===== src/design/bhre_pkg.sv =====
package bhre_pkg;

  localparam int unsigned NumSlots   = 6;
  localparam int unsigned NumButtons = 6;
  localparam int unsigned HoldW      = 16;
  localparam int unsigned TimeW      = 32;
  localparam int unsigned QueueDepth = 2;

  localparam logic [HoldW-1:0] HoldTimeReset = 16'd1000;

  localparam int unsigned BitLeft  = 2;
  localparam int unsigned BitRight = 3;
  localparam int unsigned BitA     = 4;

  localparam logic [7:0] KeyUp    = 8'h52;
  localparam logic [7:0] KeyDown  = 8'h51;
  localparam logic [7:0] KeyLeft  = 8'h50;
  localparam logic [7:0] KeyRight = 8'h4F;
  localparam logic [7:0] KeyA     = 8'h04;
  localparam logic [7:0] KeyB     = 8'h05;
  localparam logic [7:0] KeyAltA  = 8'h2C;
  localparam logic [7:0] KeyAltB  = 8'h28;

  typedef logic [NumSlots-1:0][7:0] keys_t;

  typedef struct packed {
    logic [NumButtons-1:0] pressed_mask;
    logic                  link_up;
    logic [TimeW-1:0]      now_ms;
  } scan_t;

  typedef struct packed {
    logic [7:0] key_slot0;
    logic [7:0] key_slot1;
    logic [7:0] key_slot2;
    logic [7:0] key_slot3;
    logic [7:0] key_slot4;
    logic [7:0] key_slot5;
    logic       last_of_run;
  } report_t;

  typedef struct packed {
    keys_t keys;
    logic  release_first;
  } cmd_t;

  function automatic logic [7:0] key_code(input logic [2:0] button, input logic alt_mode);
    logic [7:0] code;
    case (button)
      3'd0:    code = KeyUp;
      3'd1:    code = KeyDown;
      3'd2:    code = KeyLeft;
      3'd3:    code = KeyRight;
      3'd4:    code = alt_mode ? KeyAltA : KeyA;
      3'd5:    code = alt_mode ? KeyAltB : KeyB;
      default: code = 8'h00;
    endcase
    return code;
  endfunction

endpackage


===== src/design/bhre_front.sv =====
module bhre_front (
  input  logic                        clk_i,
  input  logic                        rst_ni,
  input  logic                        cfg_we_i,
  input  logic [bhre_pkg::HoldW-1:0]  cfg_wdata_i,
  input  logic                        scan_valid_i,
  output logic                        scan_ready_o,
  input  bhre_pkg::scan_t             scan_i,
  output logic                        push_valid_o,
  input  logic                        push_ready_i,
  output bhre_pkg::cmd_t              push_cmd_o
);
  import bhre_pkg::*;

  logic [HoldW-1:0]      hold_q;
  logic [NumButtons-1:0] prev_pressed_q;
  logic [TimeW-1:0]      left_time_q, left_time_d;
  logic                  left_valid_q, left_valid_d;
  logic                  alt_mode_q;
  keys_t                 prev_report_q;

  logic                  accept;
  logic                  left, right, left_rise, toggle, changed, swap;
  logic [TimeW-1:0]      held;
  keys_t                 report;

  assign accept       = scan_valid_i && scan_ready_o;
  assign scan_ready_o = push_ready_i;

  assign left      = scan_i.pressed_mask[BitLeft];
  assign right     = scan_i.pressed_mask[BitRight];
  assign left_rise = left && !prev_pressed_q[BitLeft];

  always_comb begin
    left_time_d  = left_rise ? scan_i.now_ms : left_time_q;
    left_valid_d = left_rise ? 1'b1 : (left && left_valid_q);
    held         = scan_i.now_ms - left_time_d;
    toggle       = left && right && left_valid_d && (held >= {{(TimeW-HoldW){1'b0}}, hold_q});
  end

  // pack pressed buttons into slots in button order
  always_comb begin
    logic [2:0] slot;
    report = '0;
    slot   = '0;
    for (int i = 0; i < NumButtons; i++) begin
      if (scan_i.pressed_mask[i]) begin
        report[slot] = key_code(3'(i), alt_mode_q);
        slot         = slot + 3'd1;
      end
    end
  end

  always_comb begin
    changed = (report != prev_report_q);
    swap    = 1'b0;
    for (int i = 0; i < NumSlots; i++) begin
      if (report[i] != prev_report_q[i] && report[i] != 8'h00 && prev_report_q[i] != 8'h00) begin
        swap = 1'b1;
      end
    end
  end

  assign push_valid_o             = scan_valid_i && !toggle && changed && scan_i.link_up;
  assign push_cmd_o.keys          = report;
  assign push_cmd_o.release_first = swap;

  always_ff @(posedge clk_i or negedge rst_ni) begin
    if (!rst_ni) begin
      hold_q         <= HoldTimeReset;
      prev_pressed_q <= '0;
      left_time_q    <= '0;
      left_valid_q   <= 1'b0;
      alt_mode_q     <= 1'b0;
      prev_report_q  <= '0;
    end else begin
      if (cfg_we_i) begin
        hold_q <= cfg_wdata_i;
      end
      if (accept) begin
        prev_pressed_q <= scan_i.pressed_mask;
        left_time_q    <= left_time_d;
        left_valid_q   <= left_valid_d && !toggle;
        alt_mode_q     <= alt_mode_q ^ toggle;
        if (!toggle) begin
          prev_report_q <= report;
        end
      end
    end
  end

endmodule


===== src/design/bhre_queue.sv =====
module bhre_queue #(
  parameter int unsigned Depth = bhre_pkg::QueueDepth
) (
  input  logic           clk_i,
  input  logic           rst_ni,
  input  logic           push_valid_i,
  output logic           push_ready_o,
  input  bhre_pkg::cmd_t push_cmd_i,
  output logic           pop_valid_o,
  input  logic           pop_ready_i,
  output bhre_pkg::cmd_t pop_cmd_o
);
  import bhre_pkg::*;

  localparam int unsigned PtrW = (Depth > 1) ? $clog2(Depth) : 1;
  localparam int unsigned CntW = $clog2(Depth + 1);

  cmd_t            mem_q [Depth];
  logic [PtrW-1:0] wr_ptr_q, rd_ptr_q;
  logic [CntW-1:0] count_q;
  logic            push, pop;

  assign push_ready_o = (count_q != CntW'(Depth));
  assign pop_valid_o  = (count_q != '0);
  assign pop_cmd_o    = mem_q[rd_ptr_q];
  assign push         = push_valid_i && push_ready_o;
  assign pop          = pop_valid_o && pop_ready_i;

  function automatic logic [PtrW-1:0] next_ptr(input logic [PtrW-1:0] ptr);
    return (ptr == PtrW'(Depth - 1)) ? '0 : ptr + PtrW'(1);
  endfunction

  always_ff @(posedge clk_i) begin
    if (push) begin
      mem_q[wr_ptr_q] <= push_cmd_i;
    end
  end

  always_ff @(posedge clk_i or negedge rst_ni) begin
    if (!rst_ni) begin
      wr_ptr_q <= '0;
      rd_ptr_q <= '0;
      count_q  <= '0;
    end else begin
      if (push) begin
        wr_ptr_q <= next_ptr(wr_ptr_q);
      end
      if (pop) begin
        rd_ptr_q <= next_ptr(rd_ptr_q);
      end
      if (push && !pop) begin
        count_q <= count_q + CntW'(1);
      end else if (pop && !push) begin
        count_q <= count_q - CntW'(1);
      end
    end
  end

endmodule


===== src/design/bhre_back.sv =====
module bhre_back (
  input  logic              clk_i,
  input  logic              rst_ni,
  input  logic              pop_valid_i,
  output logic              pop_ready_o,
  input  bhre_pkg::cmd_t    pop_cmd_i,
  output logic              report_valid_o,
  input  logic              report_ready_i,
  output bhre_pkg::report_t report_o
);
  import bhre_pkg::*;

  logic    out_valid_q;
  report_t out_q, out_d;
  logic    release_sent_q;
  logic    load, send_release;

  assign load         = pop_valid_i && (!out_valid_q || report_ready_i);
  assign send_release = pop_cmd_i.release_first && !release_sent_q;
  assign pop_ready_o  = load && !send_release;

  always_comb begin
    if (send_release) begin
      out_d = '0;
    end else begin
      out_d.key_slot0   = pop_cmd_i.keys[0];
      out_d.key_slot1   = pop_cmd_i.keys[1];
      out_d.key_slot2   = pop_cmd_i.keys[2];
      out_d.key_slot3   = pop_cmd_i.keys[3];
      out_d.key_slot4   = pop_cmd_i.keys[4];
      out_d.key_slot5   = pop_cmd_i.keys[5];
      out_d.last_of_run = 1'b1;
    end
  end

  always_ff @(posedge clk_i) begin
    if (load) begin
      out_q <= out_d;
    end
  end

  always_ff @(posedge clk_i or negedge rst_ni) begin
    if (!rst_ni) begin
      out_valid_q    <= 1'b0;
      release_sent_q <= 1'b0;
    end else begin
      if (load) begin
        out_valid_q    <= 1'b1;
        release_sent_q <= send_release;
      end else if (report_ready_i) begin
        out_valid_q <= 1'b0;
      end
    end
  end

  assign report_valid_o = out_valid_q;
  assign report_o       = out_q;

endmodule


===== src/design/button_to_hid_report_encoder_core.sv =====
// channel   direction  handshake                          payload
// scan      in         scan_valid_i / scan_ready_o        scan_i (bhre_pkg::scan_t)
// report    out        report_valid_o / report_ready_i    report_o (bhre_pkg::report_t)
// config    in         cfg_we_i, no wait                  cfg_wdata_i (hold_time_ms)
//
// one scan transaction per cycle while the command queue has room; the front
// classifies and updates state in the accepting cycle
// a changed report passes the command queue, then the output register; a release
// report goes first, and the report port gives one result per cycle while ready
// reset clears state, hold_time_ms returns to 1000, queue and output empty
// a stalled report port fills the queue of QueueDepth entries, then scan_ready_o drops
module button_to_hid_report_encoder_core #(
  parameter int unsigned QueueDepth = bhre_pkg::QueueDepth
) (
  input  logic                        clk_i,
  input  logic                        rst_ni,
  input  logic                        cfg_we_i,
  input  logic [bhre_pkg::HoldW-1:0]  cfg_wdata_i,
  input  logic                        scan_valid_i,
  output logic                        scan_ready_o,
  input  bhre_pkg::scan_t             scan_i,
  output logic                        report_valid_o,
  input  logic                        report_ready_i,
  output bhre_pkg::report_t           report_o
);
  import bhre_pkg::*;

  logic push_valid, push_ready, pop_valid, pop_ready;
  cmd_t push_cmd, pop_cmd;

  bhre_front u_front (
    .clk_i        (clk_i),
    .rst_ni       (rst_ni),
    .cfg_we_i     (cfg_we_i),
    .cfg_wdata_i  (cfg_wdata_i),
    .scan_valid_i (scan_valid_i),
    .scan_ready_o (scan_ready_o),
    .scan_i       (scan_i),
    .push_valid_o (push_valid),
    .push_ready_i (push_ready),
    .push_cmd_o   (push_cmd)
  );

  bhre_queue #(
    .Depth (QueueDepth)
  ) u_queue (
    .clk_i        (clk_i),
    .rst_ni       (rst_ni),
    .push_valid_i (push_valid),
    .push_ready_o (push_ready),
    .push_cmd_i   (push_cmd),
    .pop_valid_o  (pop_valid),
    .pop_ready_i  (pop_ready),
    .pop_cmd_o    (pop_cmd)
  );

  bhre_back u_back (
    .clk_i          (clk_i),
    .rst_ni         (rst_ni),
    .pop_valid_i    (pop_valid),
    .pop_ready_o    (pop_ready),
    .pop_cmd_i      (pop_cmd),
    .report_valid_o (report_valid_o),
    .report_ready_i (report_ready_i),
    .report_o       (report_o)
  );

  a_release_empty: assert property (@(posedge clk_i) disable iff (!rst_ni)
    report_valid_o && !report_o.last_of_run |->
      report_o.key_slot0 == 8'h00 && report_o.key_slot1 == 8'h00 &&
      report_o.key_slot2 == 8'h00 && report_o.key_slot3 == 8'h00 &&
      report_o.key_slot4 == 8'h00 && report_o.key_slot5 == 8'h00)
    else $error("release report carries a key code");

  a_release_then_final: assert property (@(posedge clk_i) disable iff (!rst_ni)
    report_valid_o && report_ready_i && !report_o.last_of_run |=>
      report_valid_o && report_o.last_of_run)
    else $error("release report not followed by its final report");

  a_queue_backpressure: assert property (@(posedge clk_i) disable iff (!rst_ni)
    !scan_ready_o |-> report_valid_o)
    else $error("scan stalled while the report port is empty");

endmodule


===== config.mk =====
export PLATFORM = sky130hd
export DESIGN_NAME = button_to_hid_report_encoder_core
export DESIGN_NICKNAME = d
export VERILOG_FILES = /design/src/design/bhre_pkg.sv /design/src/design/bhre_front.sv /design/src/design/bhre_queue.sv /design/src/design/bhre_back.sv /design/src/design/button_to_hid_report_encoder_core.sv
export SDC_FILE = /design/constraint.sdc
export NUM_CORES = 1
export LEC_CHECK = 0
export ABC_AREA = 1
export BUFFER_PORTS_ARGS = -buffer_cell sky130_fd_sc_hd__buf_2
export CORE_UTILIZATION = 53
export DETAILED_ROUTE_END_ITERATION = 8
export PLACE_DENSITY = 0.77
export SLEW_MARGIN = 0
export SYNTH_ARGS = -nofsm -noshare
export SYNTH_HDL_FRONTEND = slang
export SYNTH_SLANG_ARGS = --single-unit

===== constraint.sdc =====
create_clock -name clk_i -period 7.4 [get_ports clk_i]
set_input_delay 0.74 -clock clk_i [delete_from_list [all_inputs] [get_ports clk_i]]
set_output_delay 0.74 -clock clk_i [all_outputs]
set_load 0.02 [all_outputs]

==> impl_results.md, run 1 <==
- Core area: 23700 um^2
- DRC: 0
- Worst reg2reg path depth: 31
- First-pass GRT wire length: 50.8 mm
- Top Usage Layer GRT: met2
- M3 GR Usage: 0.0331
- Util after Layout: 0.614
- Upper clock frequency limit: 0.185 GHz
- Hold buffer count at CTS: 0
- Least-Margin Pin Slew: 1.20 ns
- Final Hold Viols: 0
- Share of post-route cells with drive strength above 1: 0.110
- Slowest cell delay on critical path: 0.54 ns
- RSZ-0062 raised after global routing: false
- Largest net degree at the start of global routing: 72
- Sw frac: 0.424
- Yosys cell types: 44
- Vias: 11100
- CTS tree: done
- Post-DRT Antenna Nets: 0
- Clock transition at the registers of the reported paths: 0.06 ns
- Max-slew violations: 0
- Most frequent CP cell: nand2_1
- Final-layout fill cell count: 2172
- Clk_lat worst skew: 0.54 ns
- Skew final: 0.0135 ns
- RR Startpoint: u_front.prev_pressed_q[2]
- Worst Hold Class: input port to asynchronous set/reset pin
- Worst setup EP type: register
- Cells after Synth: 1721
- Initial antenna violation count: 0
- Grt ovf: 0
- Combinational share of power: 0.465
- TritonRoute pass-1 iters: 5
- Total GRT Usage: 0.258
- Critical-path top delay cell: nand2_2
- Avg Cell Area, Syn: 7.49 um^2
- Footprint of the multi-input gates: 5690 um^2
- FF+latch count, synth: 212
- Final setup fails: 0
- Slew HR: 0.199
- Post-cts resize count: 0
- Most used DFF post-synth: edfxtp_1
- Met2 GRT Util: 0.471
- Die Footprint: 24900 um^2
- Clk pwr share: 0.228
- Reg2reg setup slack: 2.10 ns
- Max Cap Viol: 0
- Internal power: 3430 uW
- Synth async-reset ratio: 0.448
- CP max FO: 71
- Nets: 1918
- # IOs: 111
- Post-synthesis sequential area ratio: 0.458
- Root buffer cell: clkbuf_16
- Final wirelength: 30.9 mm
- CP startpoint kind: input port
- Post-Syn Area: 12900 um^2
- Synth warnings: 0
- TritonCTS buffer count: 24
- Initial Util: 0.544
- PD cells: 409 nW/um^2
- Crit Path Class: input port to register
- Reg-to-reg endpoint: u_front.prev_report_q[17]
- Clock tree sinks: 212
- Count of flip-flops with a built-in enable after synthesis: 117
- Seq pwr share: 0.306
- Register area: 5900 um^2
- Period utilisation layout: 0.729
- P&R area growth vs syn: 12.8%
- Die X-Extent: 158 um
- Antenna cells: 0
- Vias in the first global route: 10600
- I/O Buffers: 102
- WL per Instance: 14.4 um
- Status: completed
- NetSw: 2520 uW
- WP data arrival: 5.81 ns
- Via-to-Cell Ratio: 5.16
- Number of DRC markers in iteration 0: 644
- Sum Neg Setup Slack: 0 ns
- Setup Buffers After CTS: 0
- Dpl hpwl: 22.9 mm
- Met1 Use GR: 0.318
- Placer Congestion: 0.942
- Clock buffer depth: 3
- H-tree levels: 1
- Num rows: 56
- Max VDD drop: 0.000251 V
- Die Y: 158 um
- Lkg Pwr: 0.00774 uW
- Post-route minimum period: 5.40 ns
- Critical Path RT: 7.81 ns
sequential cells by signal, indices dropped and copies added (netlist names), 2 cells and up:
name                   count
u_queue.mem_q             78
u_back.report_o           39
u_front.prev_report_q     38
u_front.left_time_q       32
u_front.hold_q            16
u_queue.count_q            2
routing by layer:
layer | vias to the layer above | wire length (um)
met5 | - | 0
met2 | 269 | 15500
li1 | 5615 | -
met3 | 49 | 1330
met4 | 0 | 726
met1 | 5163 | 13400
power groups by stage:
stage / Combinational, uW / Clock, uW / Sequential [uW]
floorplan: 1920 / 0 / 1970
global placement: 2690 / 0 / 1830
detailed placement: 2750 / 0 / 1840
CTS: 2770 / 1380 / 1820
global route: 3160 / 1420 / 1860
finish: 2770 / 1360 / 1820
critical path: cells and delay by family:
family | cells | cell delay [ns]
AND/OR/NAND/NOR | 21 | 3.04
buffers and inverters | 3 | 0.76
AO/OA/AOI/OAI | 4 | 0.58
adder cells (fa/ha/maj) | 2 | 0.47
XOR/XNOR | 1 | 0.13
cells in the mapped netlist (11+ instances only):
master,number,share of area
o21ai_0,100,0.039
nor3_1,19,0.0074
nand3b_1,13,0.0076
nand3_1,123,0.048
a21oi_1,44,0.017
inv_1,273,0.080
nand3_2,13,0.010
dfrtp_1,89,0.17
buf_4,11,0.0064
ha_1,44,0.043
clkbuf_1,28,0.0082
nand2_1,621,0.18
nor2_1,99,0.029
xor2_1,19,0.013
nand4_1,19,0.0092
edfxtp_1,117,0.27
worst max-delay path by stage:
stage	slack, ns	endpoint	cells past startpoint	start
5_1_grt	1.46	u_queue.mem_q[1][25]	28	scan_i[35]
3_5_place_dp	1.52	u_queue.mem_q[1][31]	30	scan_i[35]
2_1_floorplan	1.61	u_queue.mem_q[1][0]	19	scan_i[33]
4_1_cts	2.05	u_queue.mem_q[1][29]	28	scan_i[35]
6_report	2.00	u_front.prev_report_q[17]	31	scan_i[35]
3_3_place_gp	1.62	u_queue.mem_q[1][31]	25	scan_i[35]
cell type report:
| class | count | area share |
|---|---|---|
| Clock buffer | 31 | 0.0452 |
| Timing Repair Buffer | 111 | 0.0399 |
| Clock inverter | 13 | 0.0173 |
| Sequential cell | 212 | 0.406 |
| Multi-Input combinational cell | 1181 | 0.391 |
| Inverter | 283 | 0.0731 |
| Tap cell | 319 | 0.0275 |
through the flow:
stage | instance area, um^2 | power (uW) | cells | hold slack (ns) | setup WS (ns)
floorplan | 12900 | 3890 | 1728 | 0.442 | 1.61
global placement | 13600 | 4520 | 2106 | 0.454 | 1.62
detailed placement | 13600 | 4590 | 2106 | 0.459 | 1.52
CTS | 14500 | 5970 | 2150 | 0.152 | 2.05
global route | 14500 | 6450 | 2150 | 0.173 | 1.46
finish | 14500 | 5950 | 2150 | 0.149 | 2.00
cell families after synthesis:
| logic type | count (synthesis) | synth area share |
|---|---|---|
| AO/OA/AOI/OAI | 165 | 0.0678 |
| XOR/XNOR | 27 | 0.0184 |
| adder cells (fa/ha/maj) | 45 | 0.0443 |
| buffers and inverters | 335 | 0.104 |
| flip-flops | 212 | 0.458 |
| multiplexers | 1 | 0.000874 |
| other | 1 | 0.000291 |
| AND/OR/NAND/NOR | 935 | 0.306 |
cell usage in the layout (no fill, tap or decap), types with 8 or more instances in the layout:
| cell type | instances |
|---|---|
| nand3b_1 | 13 |
| nor2_2 | 9 |
| nor4_1 | 8 |
| a21oi_1 | 43 |
| buf_2 | 101 |
| conb_1 | 8 |
| clkbuf_16 | 24 |
| ha_1 | 44 |
| buf_4 | 10 |
| xor2_1 | 19 |
| edfxtp_1 | 117 |
| nand3_2 | 13 |
| nor2_1 | 97 |
| inv_1 | 273 |
| nand3_1 | 123 |
| nand2_1 | 621 |
| nand2_2 | 8 |
| dfrtp_1 | 89 |
| nand4_1 | 19 |
| xnor2_1 | 8 |
| o21ai_0 | 100 |
| nor3_1 | 19 |
No activity file was read; power rests on OpenSTA's default activity.
==> run 2: changes to the inputs <==
ABC_AREA = 0   (was 1)
PLACE_DENSITY = 0.8   (was 0.77)
clock period = 4.5 ns   (was 7.4 ns; I/O delays follow)
==> run 2 against run 1 <==
  * The run now ends with negative setup slack left
  * Clock skew fell by 0.0029 ns
  * Global-route usage rose by 3.1 points
  * Die area fell by 0.81%
  * Worst hold slack got worse by 0.13 ns
  * Register-to-register slack got worse by 2.7 ns
  * Critical endpoint is now u_front.prev_report_q[16]
  * Largest power group unchanged
  * Highest routed layer unchanged
==> impl_results.md, run 2 <==
- Clock buffer depth: 3 (unchanged)
- Post-route minimum period: 5.06 ns
- Skew final: 0.0106 ns (-0.00285 ns)
- Least-Margin Pin Slew: 0.889 ns (-0.312 ns)
- Final setup fails: 121 (+121)
- Final Power: 11100 uW (+87%)
- Grt ovf: 0 (unchanged)
- Combinational share of power: 0.541 (+0.076)
- Clock tree sinks: 212 (unchanged)
- CP max FO: 21 (-70%)
- I/O Buffers: 102 (unchanged)
- Worst setup EP type: register
- Initial Util: 0.543 (-0.00123)
- P&R area growth vs syn: 32.0%
- Share of post-route cells with drive strength above 1: 0.349 (+0.239)
- Total GRT Usage: 0.289 (+0.0312)
- H-tree levels: 1 (unchanged)
- DRC: 0 (unchanged)
- Lkg Pwr: 0.00756 uW (-2.3%)
- Post-DRT Antenna Nets: 0 (unchanged)
- PD cells: 660 nW/um^2 (+61%)
- Post-synthesis sequential area ratio: 0.462 (+0.00377)
- Max Cap Viol: 0 (unchanged)
- Yosys top cell area share: 0.275 (+0.00224)
- Sum Neg Setup Slack: -59.38 ns (-59.38 ns)
- Clk_lat worst skew: 0.53 ns (about the same)
- TritonCTS buffer count: 23 (-4.2%)
- Synth cell count leaders: edfxtp_1 (117), nor2_1 (109), nand2_1 (99)
- Die Footprint: 24700 um^2 (-0.81%)
- Area leader, netlist: edfxtp_1
- Largest cells by area after synthesis: edfxtp_1 (27%), dfrtp_1 (17%), mux2i_1 (5.2%)
- Core area: 23500 um^2 (-0.59%)
- Final wirelength: 34.9 mm (+13%)
- Clock transition at the registers of the reported paths: 0.06 ns (about the same)
- CTS tree: done
- Slew HR: 0.407 (+0.209)
- Avg Cell Area, Syn: 10.4 um^2 (+39%)
- Final WS setup: -0.564 ns (-2.57 ns)
- Largest reg by FF count: u_queue.mem_q
- Worst Hold Class: input port to asynchronous set/reset pin
- RSZ-0062 raised after global routing: true
- Vias in the first global route: 11100 (+4.4%)
- Sw frac: 0.388 (-0.0363)
- Largest net degree at the start of global routing: 65 (-9.7%)
- Num rows: 56 (unchanged)
- Post-Syn Area: 12800 um^2 (-0.82%)
- WL per Instance: 18.0 um (+25%)
- Critical Path RT: 4.92 ns (-2.89 ns)
- WP data arrival: 5.48 ns (-0.33 ns)
- CP startpoint kind: register
- Via-to-Cell Ratio: 5.68 (+10%)
- Vias: 11000 (-0.83%)
- Most frequent cells in the layout: buf_4 (282), edfxtp_1 (117), nor2_1 (106)
- Initial antenna violation count: 1 (+1)
- Placer Congestion: 0.997 (+5.8%)
- Die X-Extent: 157 um (-0.41%)
- Final-layout fill cell count: 1668 (-23%)
- Crit Path Class: register to register
- Die Y: 157 um (-0.41%)
- Count leader, synth: edfxtp_1
- Synth warnings: 0 (unchanged)
- Nets: 1707 (-11%)
- Clk pwr share: 0.175 (-0.053)
- Setup Slack @ Placement: -1.49 ns (-3.01 ns)
- Dpl hpwl: 24.7 mm (+8.1%)
- # IOs: 111 (unchanged)
- Most used DFF post-synth: edfxtp_1
- Upper clock frequency limit: 0.197 GHz
- Util after Layout: 0.716 (+0.103)
- Internal power: 6820 uW (+99%)
- Synth async-reset ratio: 0.448 (unchanged)
- Number of DRC markers in iteration 0: 631 (-2.0%)
- Yosys cell types: 92 (+110%)
- Seq pwr share: 0.283 (-0.023)
- Most common cell after layout, fill and taps aside: buf_4
- Hold_ws: 0.0199 ns (-0.129 ns)
- Root buffer cell: clkbuf_16
- Failing checks: negative setup slack
- Max VDD drop: 0.000511 V (+100%)
- Max-slew violations: 0 (unchanged)
- Period utilisation layout: 1.13
- FF+latch count, synth: 212 (unchanged)
- Hold buffer count at CTS: 0 (unchanged)
- Status: finished, violations left
- Final Hold Viols: 0 (unchanged)
- First-pass GRT wire length: 55.7 mm (+9.6%)
- Number of flip-flops in the largest register: 78 (unchanged)
- Cells after Synth: 1228 (-29%)
- TritonRoute pass-1 iters: 5 (unchanged)
- NetSw: 4310 uW (+71%)
- Count of flip-flops with a built-in enable after synthesis: 117 (unchanged)
-- run 2: kinds of logic (layout without fill, tap and decap cells) --
family / after synthesis / after routing / share of synthesized area
adder cells (fa/ha/maj): 49 / 49 / 0.0479
multiplexers: 135 / 135 / 0.118
buffers and inverters: 119 / 499 / 0.0404
XOR/XNOR: 46 / 46 / 0.0343
flip-flops: 212 / 212 / 0.462
other: 1 / 9 / 0.000293
AO/OA/AOI/OAI: 280 / 280 / 0.149
AND/OR/NAND/NOR: 386 / 390 / 0.149
-- run 2: metrics by stage --
stage          instance area (um^2)  std cells
2_1_floorplan                 12900       1235
3_3_place_gp                  15600       1870
3_5_place_dp                  15600       1870
4_1_cts                       16700       1934
5_1_grt                       16900       1939
6_report                      16900       1939
-- run 2: path summary, 6_finish.rpt --
check | slack (ns) | endpoint | from | cells after the start
setup / recovery | -0.56 | u_front.prev_report_q[16] | u_front.prev_pressed_q[2] | 21
hold / removal | 0.02 | u_front.left_time_q[24] | rst_ni | 1
min in group clk_i | 0.11 | u_back.report_valid_o | report_ready_i | 2
hold reg to reg | 0.50 | u_front.left_time_q[15] | u_front.left_time_q[15] | 1
max in group asynchronous | 3.50 | u_front.hold_q[7] | rst_ni | 2
setup reg to reg | -0.56 | u_front.prev_report_q[16] | u_front.prev_pressed_q[2] | 21
-- run 2: power groups by stage --
stage | sequential [uW] | clock [uW] | combinational [uW]
global placement | 3120 | 0 | 5550
finish | 3160 | 1950 | 6030
floorplan | 3310 | 0 | 3360
global route | 3220 | 2050 | 6550
CTS | 3140 | 1990 | 5870
detailed placement | 3150 | 0 | 5670
-- run 2: cell type report --
type | instances | area, um^2 | share of cell area
Antenna cell | 1 | 2.50 | 0.000148
Timing Repair Buffer | 402 | 2920 | 0.173
Tap cell | 319 | 399 | 0.0237
Clock inverter | 10 | 144 | 0.00853
Sequential cell | 212 | 5900 | 0.350
Inverter | 55 | 209 | 0.0124
Multi-Input combinational cell | 908 | 6650 | 0.394
Clock buffer | 32 | 639 | 0.0379
-- run 2: critical path, cell delays in order (launching register included) --
cell       delay, ns
dfrtp_1         0.40
buf_6           0.12
and2b_4         0.30
mux2i_1         0.22
ha_1            0.30
a21o_1          0.20
a41o_1          0.25
nor3_2          0.22
xnor2_1         0.11
ha_1            0.34
a21oi_2         0.17
nand2_2         0.08
a2111oi_4       0.28
o221ai_1        0.15
a211o_1         0.26
nor4_2          0.15
nand4_1         0.17
nor4_4          0.38
buf_4           0.19
o21ai_4         0.10
buf_12          0.21
mux2_4          0.32
-- run 2: timing repair --
item / CTS / global route
setup endpoints to repair: 121 / 121
gates resized for setup: 22 / 14
gates cloned: 4 / 1
buffers inserted: 18 / 4
pin swaps: 23 / 17
-- run 2: layer usage --
| metal | share of wire | global-route usage | vias up |
|---|---|---|---|
| met5 | 0 | 0 | - |
| met4 | 0.052 | 0.135 | 0 |
| met3 | 0.048 | 0.0399 | 107 |
| met2 | 0.49 | 0.511 | 343 |
| met1 | 0.41 | 0.347 | 5251 |
| li1 | - | - | 5303 |
==> run 3: changes to the inputs <==
BUFFER_PORTS_ARGS = -buffer_cell sky130_fd_sc_hd__buf_4   (was -buffer_cell sky130_fd_sc_hd__buf_2)
CORE_UTILIZATION = 55   (was 53)
PLACE_DENSITY = 0.82   (was 0.8)
==> run 3 against run 2 <==
  * The run still ends with negative setup slack left
  * Die area shrank 3.6%
  * Utilization grew 3.6 points
  * Via count grew 1.6%
  * Global-route usage grew 0.96 points
  * Final cell count shrank 1.9%
  * Setup slack lost 0.011 ns
  * Worst hold slack gained 0.0071 ns
  * Non-clock buffer count shrank 1
==> impl_results.md, run 3 (synthesized netlist as in run 2, its figures left out) <==
- Least-Margin Pin Slew: 0.936 ns (+0.0472 ns)
- Final-layout fill cell count: 1546 (-7.3%)
- Clock buffer depth: 3 (unchanged)
- First-pass GRT wire length: 56.4 mm (+1.2%)
- Post-DRT Antenna Nets: 0 (unchanged)
- Die X-Extent: 154 um (-1.8%)
- Footprint of the multi-input gates: 6640 um^2 (-0.19%)
- Worst setup EP type: register
- Critical-path top delay cell: a311oi_2
- Largest net degree at the start of global routing: 68 (+4.6%)
- Num rows: 55 (-1.8%)
- Share of post-route cells with drive strength above 1: 0.351 (+0.00229)
- P&R area growth vs syn: 33.7%
- Crit-path cells: nand2b_4 > o21ai_4 > ha_4 > o32ai_2 > a311oi_2 > a221oi_2 > nor2_1 > nor2_1 > a31o_2 > xor2_1 > ha_1 > nand3_2 > nand2_2 > a2111oi_4 > o221ai_1 > a211o_1 > nor4_2 > nand4_1 > nor4_4 > buf_4 > o21ai_4 > buf_12 > nor2_4 > buf_12
- Upper clock frequency limit: 0.197 GHz (-0.23%)
- Most frequent cells in the layout: buf_4 (381), edfxtp_1 (117), nor2_1 (106)
- Util after Layout: 0.752 (+0.0358)
- Final Hold Viols: 0 (unchanged)
- CP startpoint: u_front.prev_pressed_q[2]
- Number of flip-flops in the largest register: 78 (unchanged)
- Antenna cells: 0 (-1)
- Post-Place Cells: 1832 (-2.0%)
- Reg2reg setup slack: -0.58 ns (about the same)
- Delay-heaviest family, CP: compound AO/OA/AOI/OAI gates
- # IOs: 111 (unchanged)
- Slowest cell delay on critical path: 0.44 ns (+0.04 ns)
- Clk pwr share: 0.164 (-0.011)
- PD cells: 661 nW/um^2 (about the same)
- Root buffer cell: clkbuf_16
- WL per Instance: 18.8 um (+4.3%)
- Max-slew violations: 0 (unchanged)
- Die Footprint: 23800 um^2 (-3.6%)
- Internal power: 6880 uW (+0.96%)
- Max Cap Viol: 0 (unchanged)
- Combinational share of power: 0.557 (+0.016)
- Number of DRC markers in iteration 0: 900 (+43%)
- Dpl hpwl: 24.7 mm (about the same)
- Core area: 22700 um^2 (-3.5%)
- Lkg Pwr: 0.00764 uW (+1.1%)
- Period utilisation layout: 1.13 (+0.00255)
- Failing checks: negative setup slack
- TritonCTS buffer count: 23 (unchanged)
- Clk_lat worst skew: 0.53 ns (about the same)
- Max VDD drop: 0.000462 V (-9.6%)
- Crit Path Class: register to register
- Nets: 1706 (-0.059%)
- Vias in the first global route: 11300 (+2.0%)
- Clock transition at the registers of the reported paths: 0.06 ns (about the same)
- Grt ovf: 0 (unchanged)
- Largest reg by FF count: u_queue.mem_q
- Via-to-Cell Ratio: 5.88 (+3.6%)
- Sw frac: 0.390 (+0.00238)
- Clock tree sinks: 212 (unchanged)
- Final wirelength: 35.7 mm (+2.3%)
- Vias: 11200 (+1.6%)
- RSZ-0062 raised after global routing: true
- DRC: 0 (unchanged)
- Most common cell after layout, fill and taps aside: buf_4
- Worst Hold Class: input port to asynchronous set/reset pin
- I/O Buffers: 102 (unchanged)
- Setup Slack @ Placement: -1.67 ns (-0.174 ns)
- RR Startpoint: u_front.prev_pressed_q[2]
- Status: finished, violations left
- CTS tree: done
- Initial Util: 0.563 (+0.0199)
- Critical Path RT: 4.74 ns (-0.18 ns)
- Seq pwr share: 0.279 (-0.004)
- Skew final: 0.0111 ns (+0.000470 ns)
- Register area: 5900 um^2 (unchanged)
- Post-route minimum period: 5.08 ns (+0.0115 ns)
- Initial antenna violation count: 1 (unchanged)
- CP startpoint kind: register
- Buf/Inv on CP: 3 (unchanged)
- Slew HR: 0.376 (-0.0315)
- NetSw: 4400 uW (+2.0%)
- H-tree levels: 1 (unchanged)
- CP max FO: 12 (-43%)
- Layout Cells excl Fill: 1902 (-1.9%)
- WP data arrival: 5.31 ns (-0.17 ns)
- Die Y: 154 um (-1.8%)
- TritonRoute pass-1 iters: 6 (+1)
- Total GRT Usage: 0.298 (+0.00965)
- Final setup fails: 120 (-0.83%)
- Placer Congestion: 0.971 (-2.6%)
- Final Power: 11300 uW (+1.4%)
- Final WS setup: -0.575 ns (-0.0115 ns)
## run 3: final timing paths
check,end,cells past startpoint
max,u_queue.mem_q[0][7],24
min,u_front.left_time_q[31],1
max reg2reg,u_queue.mem_q[0][7],24
min reg2reg,u_front.left_time_q[0],2
max in group asynchronous,u_front.hold_q[6],2
min in group clk_i,u_back.report_valid_o,2
## run 3: repair_timing
item                       4_1_cts  5_1_grt
setup endpoints to repair      121      121
buffers inserted                15        5
resized for setup               22        7
pin swaps                       13       14
hold buffers                     0        0
gates cloned                     4        5
## run 3: layer usage
metal / up-vias / part of all wire / wire length [um] / global-route usage
met5: - / 0.00028 / 10 / 0
met4: 2 / 0.045 / 1620 / 0.130
met3: 115 / 0.047 / 1670 / 0.0361
met2: 408 / 0.51 / 18100 / 0.544
met1: 5369 / 0.40 / 14400 / 0.354
li1: 5291 / - / - / -
## run 3: stage by stage
stage,setup TNS [ns],hold WS [ns],area [um^2]
global route,-98.46,0.102,17100
floorplan,-109.49,0.154,12900
detailed placement,-169.93,0.487,15800
finish,-62.91,0.0270,17100
CTS,-47.42,0.0727,16900
global placement,-143.06,0.476,15800
## run 3: worst register-to-register path, cell delays in order (launching register included)
cell and delay (ns):
dfrtp_1 0.38, nand2b_4 0.17, o21ai_4 0.19, ha_4 0.18, o32ai_2 0.08, a311oi_2 0.44, a221oi_2 0.12, nor2_1 0.18
nor2_1 0.08, a31o_2 0.27, xor2_1 0.14, ha_1 0.31, nand3_2 0.10, nand2_2 0.07, a2111oi_4 0.27, o221ai_1 0.15
a211o_1 0.26, nor4_2 0.15, nand4_1 0.17, nor4_4 0.31, buf_4 0.16, o21ai_4 0.07, buf_12 0.17, nor2_4 0.16
buf_12 0.17
## run 3: layout make-up
type / count / share of cell area
Clock inverter: 13 / 0.00718
Inverter: 55 / 0.0121
Tap cell: 285 / 0.0209
Sequential cell: 212 / 0.345
Timing Repair Buffer: 401 / 0.189
Clock buffer: 28 / 0.0366
Multi-Input combinational cell: 908 / 0.389
## run 3: power by group through the flow
stage | Clock, uW | Combinational [uW] | Sequential, uW
4_1_cts | 1890 | 6040 | 3140
3_3_place_gp | 0 | 5680 | 3120
2_1_floorplan | 0 | 3360 | 3310
5_1_grt | 1960 | 6810 | 3210
3_5_place_dp | 0 | 5830 | 3150
6_report | 1850 | 6280 | 3150
